$ cat src/rtl/tsc_pkg.sv
`default_nettype none
// ---------------------------------------------------------------------------
// tsc_pkg
// Shared types and constants for the Taylor-series sine/cosine pipeline.
// ---------------------------------------------------------------------------
package tsc_pkg;

    // Width of the signed angle input and of the signed result.
    localparam int ANGLE_W = 32;
    localparam int VALUE_W = 32;

    // Term magnitudes, reciprocal constants and the running sum.
    localparam int TERM_W  = 62;
    localparam int RECIP_W = 48;
    localparam int ACC_W   = 64;

    // Split points for the partial products of the wide multiplies.
    localparam int M_LO_W = 31;
    localparam int M_HI_W = TERM_W - M_LO_W;
    localparam int R_LO_W = 24;
    localparam int R_HI_W = RECIP_W - R_LO_W;

    // A term magnitude saturates here.
    localparam logic [TERM_W-1:0] TERM_CAP = {TERM_W{1'b1}};

    // The running sum is clamped to plus or minus this value.
    localparam logic signed [ACC_W-1:0] ACC_CAP = 64'sh4000_0000_0000_0000;

    // Output clamp bounds.
    localparam logic signed [ACC_W-1:0] OUT_MAX = 64'sh0000_0000_7FFF_FFFF;
    localparam logic signed [ACC_W-1:0] OUT_MIN = -64'sh0000_0000_8000_0000;

    // Mode codes.
    localparam logic MODE_COS = 1'b0;
    localparam logic MODE_SIN = 1'b1;

    // Control that travels with each transaction through the pipeline.
    typedef struct packed {
        logic valid;
        logic mode;
        logic sign;
    } tsc_ctrl_t;

endpackage : tsc_pkg
`default_nettype wire

$ cat src/rtl/tsc_front.sv
`default_nettype none
// ---------------------------------------------------------------------------
// tsc_front
// Front end: takes the angle magnitude, squares it, rounds x squared and
// forms the first term of the series.
// ---------------------------------------------------------------------------
module tsc_front #(
    parameter int FRAC_BITS = 28,
    parameter int X2_W      = 35
) (
    input  wire logic                               clk,
    input  wire logic                               rst_n,
    input  wire logic                               in_valid,
    input  wire logic                               in_mode,
    input  wire logic signed [tsc_pkg::ANGLE_W-1:0] in_angle,
    output tsc_pkg::tsc_ctrl_t                      ctrl,
    output logic [tsc_pkg::TERM_W-1:0]              m,
    output logic [X2_W-1:0]                         x2,
    output logic signed [tsc_pkg::ACC_W-1:0]        acc
);

    localparam int SQ_W = 2 * tsc_pkg::ANGLE_W;

    tsc_pkg::tsc_ctrl_t                ctrl1_reg, ctrl2_reg, ctrl3_reg;
    logic [tsc_pkg::ANGLE_W-1:0]       xmag_reg;
    logic [SQ_W-1:0]                   sq_reg;
    logic [tsc_pkg::TERM_W-1:0]        m2_reg, m3_reg;
    logic [X2_W-1:0]                   x2_reg;
    logic signed [tsc_pkg::ACC_W-1:0]  acc_reg;

    logic [tsc_pkg::ANGLE_W-1:0]       xmag_next;
    logic [SQ_W-1:0]                   sq_rnd;
    logic [tsc_pkg::TERM_W-1:0]        m_first;

    // Magnitude of the angle; the most negative angle gives 2^31 unsigned.
    always_comb
    begin
        xmag_next = in_angle[tsc_pkg::ANGLE_W-1] ? (~in_angle + 1'b1) : in_angle;
    end

    // First term: x for sine, one for cosine.
    always_comb
    begin
        if (ctrl1_reg.mode == tsc_pkg::MODE_SIN)
            m_first = tsc_pkg::TERM_W'(xmag_reg);
        else
            m_first = tsc_pkg::TERM_W'(1) << FRAC_BITS;
    end

    // Rounded x squared; the square is at most 2^62 so the sum cannot wrap.
    always_comb
    begin
        sq_rnd = sq_reg + (SQ_W'(1) << (FRAC_BITS - 1));
    end

    // Control fields and valid bits.
    always_ff @(posedge clk or negedge rst_n)
    begin
        if (!rst_n)
        begin
            ctrl1_reg <= '0;
            ctrl2_reg <= '0;
            ctrl3_reg <= '0;
        end
        else
        begin
            ctrl1_reg.valid <= in_valid;
            ctrl1_reg.mode  <= in_mode;
            ctrl1_reg.sign  <= in_angle[tsc_pkg::ANGLE_W-1];

            ctrl2_reg.valid <= ctrl1_reg.valid;
            ctrl2_reg.mode  <= ctrl1_reg.mode;
            ctrl2_reg.sign  <= (ctrl1_reg.mode == tsc_pkg::MODE_SIN) ? ctrl1_reg.sign
                                                                     : 1'b0;

            ctrl3_reg.valid <= ctrl2_reg.valid;
            ctrl3_reg.mode  <= ctrl2_reg.mode;
            ctrl3_reg.sign  <= ctrl2_reg.sign;
        end
    end

    // Data path stages.
    always_ff @(posedge clk)
    begin
        xmag_reg       <= xmag_next;

        sq_reg         <= SQ_W'(xmag_reg) * SQ_W'(xmag_reg);
        m2_reg         <= m_first;

        x2_reg         <= X2_W'(sq_rnd >> FRAC_BITS);
        m3_reg         <= m2_reg;
        acc_reg        <= ctrl2_reg.sign ? -$signed({2'b00, m2_reg})
                                         :  $signed({2'b00, m2_reg});
    end

    assign ctrl = ctrl3_reg;
    assign m    = m3_reg;
    assign x2   = x2_reg;
    assign acc  = acc_reg;

endmodule : tsc_front
`default_nettype wire

$ cat config.mk
export PLATFORM = sky130hd
export DESIGN_NAME = tsc_front
export DESIGN_NICKNAME = d
export VERILOG_FILES = /design/src/rtl/tsc_pkg.sv /design/src/rtl/tsc_front.sv
export SDC_FILE = /design/constraint.sdc
export NUM_CORES = 2
export LEC_CHECK = 0
export BUFFER_PORTS_ARGS = -buffer_cell sky130_fd_sc_hd__buf_2
export CAP_MARGIN = 10
export CORE_UTILIZATION = 50
export DETAILED_ROUTE_END_ITERATION = 6
export GPL_TIMING_DRIVEN = 0
export PLACE_DENSITY_LB_ADDON = 0.25
export SLEW_MARGIN = 20
export SYNTH_ARGS = -nofsm -noshare
export SYNTH_HDL_FRONTEND = slang
export SYNTH_SLANG_ARGS = --single-unit
$ cat constraint.sdc
create_clock -name clk -period 9.7 [get_ports clk]
set_input_delay 1.94 -clock clk [delete_from_list [all_inputs] [get_ports clk]]
set_output_delay 1.94 -clock clk [all_outputs]
set_load 0.005 [all_outputs]
==> flow_summary.toml <==
[outcome]
outcome = "completed"

[finish]
fin_nets = 5072
nFillCells = 6462
layout.area.seq_mm2 = 0.00482
drive_above_1_share_pct = 8.11
multi_input_area_mm2 = 0.0271
largest_reg_flops = 63
design_area_mm2 = 0.0395
syn_to_final_growth_pct = 8.93

[sta]
rsz0062_at_grt = "false"
fin_crit_sh_pct = 98.5
slew_headroom_pct = 17.1
fin_ws_ns = 0.150
tightestPinTransition_ns = 1.24
setup_viol = 0
maxSlewViolCount = 0
finalCriticalPeriod_ns = 9.55
skew_ns = 0.0198
fmax_mhz = 105
hold_violations = 0

[floorplanning]
chipHeight_um = 271
core_area_mm2 = 0.0716
rows = 98
initial_core_util_pct = 50.6
die_w_um = 271
die_area_mm2 = 0.0736
top_level_ports = 200

[routing]
finalWirelength_um = 112000
drt-pass1-iter-count = 5
vias_per_cell = 5.30
drc_errors = 0
wl_per_cell_um = 22.6
via_count = 26100
postRouteAntennaNets = 0
drt_iter0_markers = 1904

[cts]
clk_pin_slew_worst_paths_ns = 0.07
cts_sinks = 238
holdBufCountCts = 0
numCtsBuffers = 27
htree_levels = 1
ctsLongestPathBuffers = 3
cts_setup_buffers = 0
cts-root-buf = "clkbuf_16"
cts_tree = "yes"
insertion_delay_ns = 0.61

[synthesis]
ys_seq_elements = 238
syn_inst = 3723
yosysUniqueCellTypes = 66
yosysSeqAreaShare_pct = 13.3
synth-warning-count = 0
synth_edf_count = 0
synth_area_mm2 = 0.0363
synth_ff_type = "dfxtp_1"
avgSynthCellArea_um2 = 9.74
synthArstFlopShare_pct = 3.78

[global_routing]
antenna_found_initial = 12
grt_max_degree = 16
overflow = 0
grt_usage_pct = 31.2
grt_pass1_wl_um = 169000
grt_pass1_vias = 27600

[job]
maxCapViolCount = 0

[setup_path]
worstSetupPathType = "reg -> reg"
worstPathRequired_ns = 10.23
arrival_ns = 10.08
critPathMaxFanout = 10
rrSetupSlack_ns = 0.15
end_kind = "flop"
worstSetupStartpointType = "flop"

[placed_design]
dp_hpwl_um = 90600
io_buffer_count = 169
placed_area_mm2 = 0.0384
gp_congestion = 1.00
pre_cts_slack_ns = -1.05

[hold_path]
hp-class = "reg -> reg"
-- placed cells by master, fill, tap and decap left out, types with 10 or more instances in the layout --
master | synthesis | routed
a21o_1 | 42 | 42
a31oi_1 | 10 | 10
o21ai_0 | 43 | 41
clkbuf_1 | 137 | 102
a21boi_0 | 17 | 17
buf_2 | 2 | 174
a21oi_1 | 64 | 63
dfxtp_1 | 229 | 224
ha_1 | 294 | 294
inv_1 | 998 | 998
conb_1 | 1 | 30
o31ai_1 | 19 | 18
nor3_1 | 12 | 12
nand2_1 | 295 | 295
diode_2 | 0 | 11
and3_1 | 16 | 16
nor2_1 | 71 | 71
o21bai_1 | 10 | 10
o41a_1 | 17 | 17
xor2_1 | 47 | 47
clkbuf_2 | 0 | 29
nor2b_1 | 12 | 12
fa_1 | 793 | 793
clkbuf_16 | 0 | 27
nand4_1 | 25 | 25
nand3_1 | 24 | 24
buf_4 | 32 | 33
and2_1 | 277 | 277
or2_2 | 10 | 10
xnor2_1 | 123 | 123
-- cells in the mapped netlist (3+ instances only) --
| cell | n | area share, % |
|---|---|---|
| nand2_1 | 295 | 3.1 |
| a31oi_1 | 10 | 0.17 |
| a211oi_1 | 3 | 0.062 |
| nor3_1 | 12 | 0.17 |
| dfrtp_1 | 9 | 0.62 |
| fa_1 | 793 | 44 |
| nor2_1 | 71 | 0.74 |
| xnor2_1 | 123 | 3.0 |
| o41a_1 | 17 | 0.53 |
| and3_1 | 16 | 0.28 |
| nor2b_1 | 12 | 0.21 |
| nand3_1 | 24 | 0.33 |
| or3_1 | 9 | 0.16 |
| ha_1 | 294 | 10 |
| or2_2 | 10 | 0.17 |
| or4_1 | 7 | 0.14 |
| o31ai_1 | 19 | 0.39 |
| o21bai_1 | 10 | 0.21 |
| a31o_2 | 7 | 0.17 |
| a21boi_0 | 17 | 0.35 |
| buf_4 | 32 | 0.66 |
| and4_1 | 3 | 0.072 |
| nor4_1 | 3 | 0.052 |
| nand2b_1 | 9 | 0.16 |
| nand4_1 | 25 | 0.43 |
| dfxtp_1 | 229 | 13 |
| xor2_1 | 47 | 1.1 |
| and2_1 | 277 | 4.8 |
| o21ai_0 | 43 | 0.59 |
| o41ai_1 | 9 | 0.22 |
| a21o_1 | 42 | 0.87 |
| inv_1 | 998 | 10 |
| a21oi_1 | 64 | 0.88 |
| clkbuf_1 | 137 | 1.4 |
| o21a_1 | 5 | 0.10 |
| or4_4 | 4 | 0.12 |
-- kinds of logic after synthesis --
group,after synthesis,synth area share (%)
buffers and inverters,1172,12.5
adders and majority gates,1087,53.9
and+or+nand+nor,784,11.0
AOI/OAI and AO/OA,268,5.08
DFF,238,13.3
xor gates and xnor gates,170,4.11
muxes,3,0.0863
other,1,0.0103
-- worst paths after layout --
kind / startpoint / to / cells after the start
min reg2reg: ctrl2_reg[1] / ctrl[1] / 0
min in group asynchronous: rst_n / ctrl2_reg[2] / 1
max reg2reg: xmag_reg[9] / sq_reg[59] / 23
max in group asynchronous: rst_n / ctrl[0] / 1
max: xmag_reg[9] / sq_reg[59] / 23
min: ctrl2_reg[1] / ctrl[1] / 0
-- critical path, stage by stage (launching register included) --
cell      delay (ns)
dfxtp_1         0.83
clkbuf_1        0.77
nand2_1         0.26
fa_1            0.57
fa_1            0.58
inv_1           0.07
fa_1            0.50
fa_1            0.59
fa_1            0.45
fa_1            0.51
fa_1            0.43
fa_1            0.49
ha_1            0.30
clkbuf_1        0.33
nand4_1         0.28
nor2_1          0.19
nand2_1         0.14
nor4_1          0.56
nor4_4          0.19
o41a_1          0.51
o21ai_1         0.29
a21oi_1         0.19
o31ai_1         0.28
xnor2_1         0.15
-- final cells by class --
type / count / area share (%)
antenna: 11 / 0.0697
buffer: 171 / 2.07
clock buffer: 32 / 1.83
clock inverter: 17 / 0.596
inverter: 999 / 9.50
multi-input combinational: 2342 / 68.6
sequential: 238 / 12.2
tap: 950 / 3.01
timing repair buffer: 170 / 2.16
-- through the flow --
stage               TNS [ns]  hold WS, ns  cells  utilization [%]
finish                     0        0.349   4930             55.1
global route               0        0.357   4919             55.1
CTS                  -0.0206        0.349   4921             55.0
detailed placement     -7.64        0.339   4872             53.6
global placement      -14.81        0.332   4871             53.6
floorplan                  0        0.329   3752                -
-- routing by layer --
layer | GRT usage, % | vias to the layer above | part of all wire (%)
met5 | 0 | - | 0.051
met4 | 13.8 | 8 | 5.6
met3 | 7.57 | 344 | 9.9
met2 | 50.3 | 1257 | 46
met1 | 39.9 | 13100 | 38
li1 | - | 11400 | -
-- repair_timing --
action	4_1_cts	5_1_grt
endpoints found under the setup margin	19	14
gates resized for setup	24	49
endpoints found under the hold margin	0	0
Power is not shown: default switching activity piles up to over one toggle a cycle in this logic, so the estimate is an artifact.
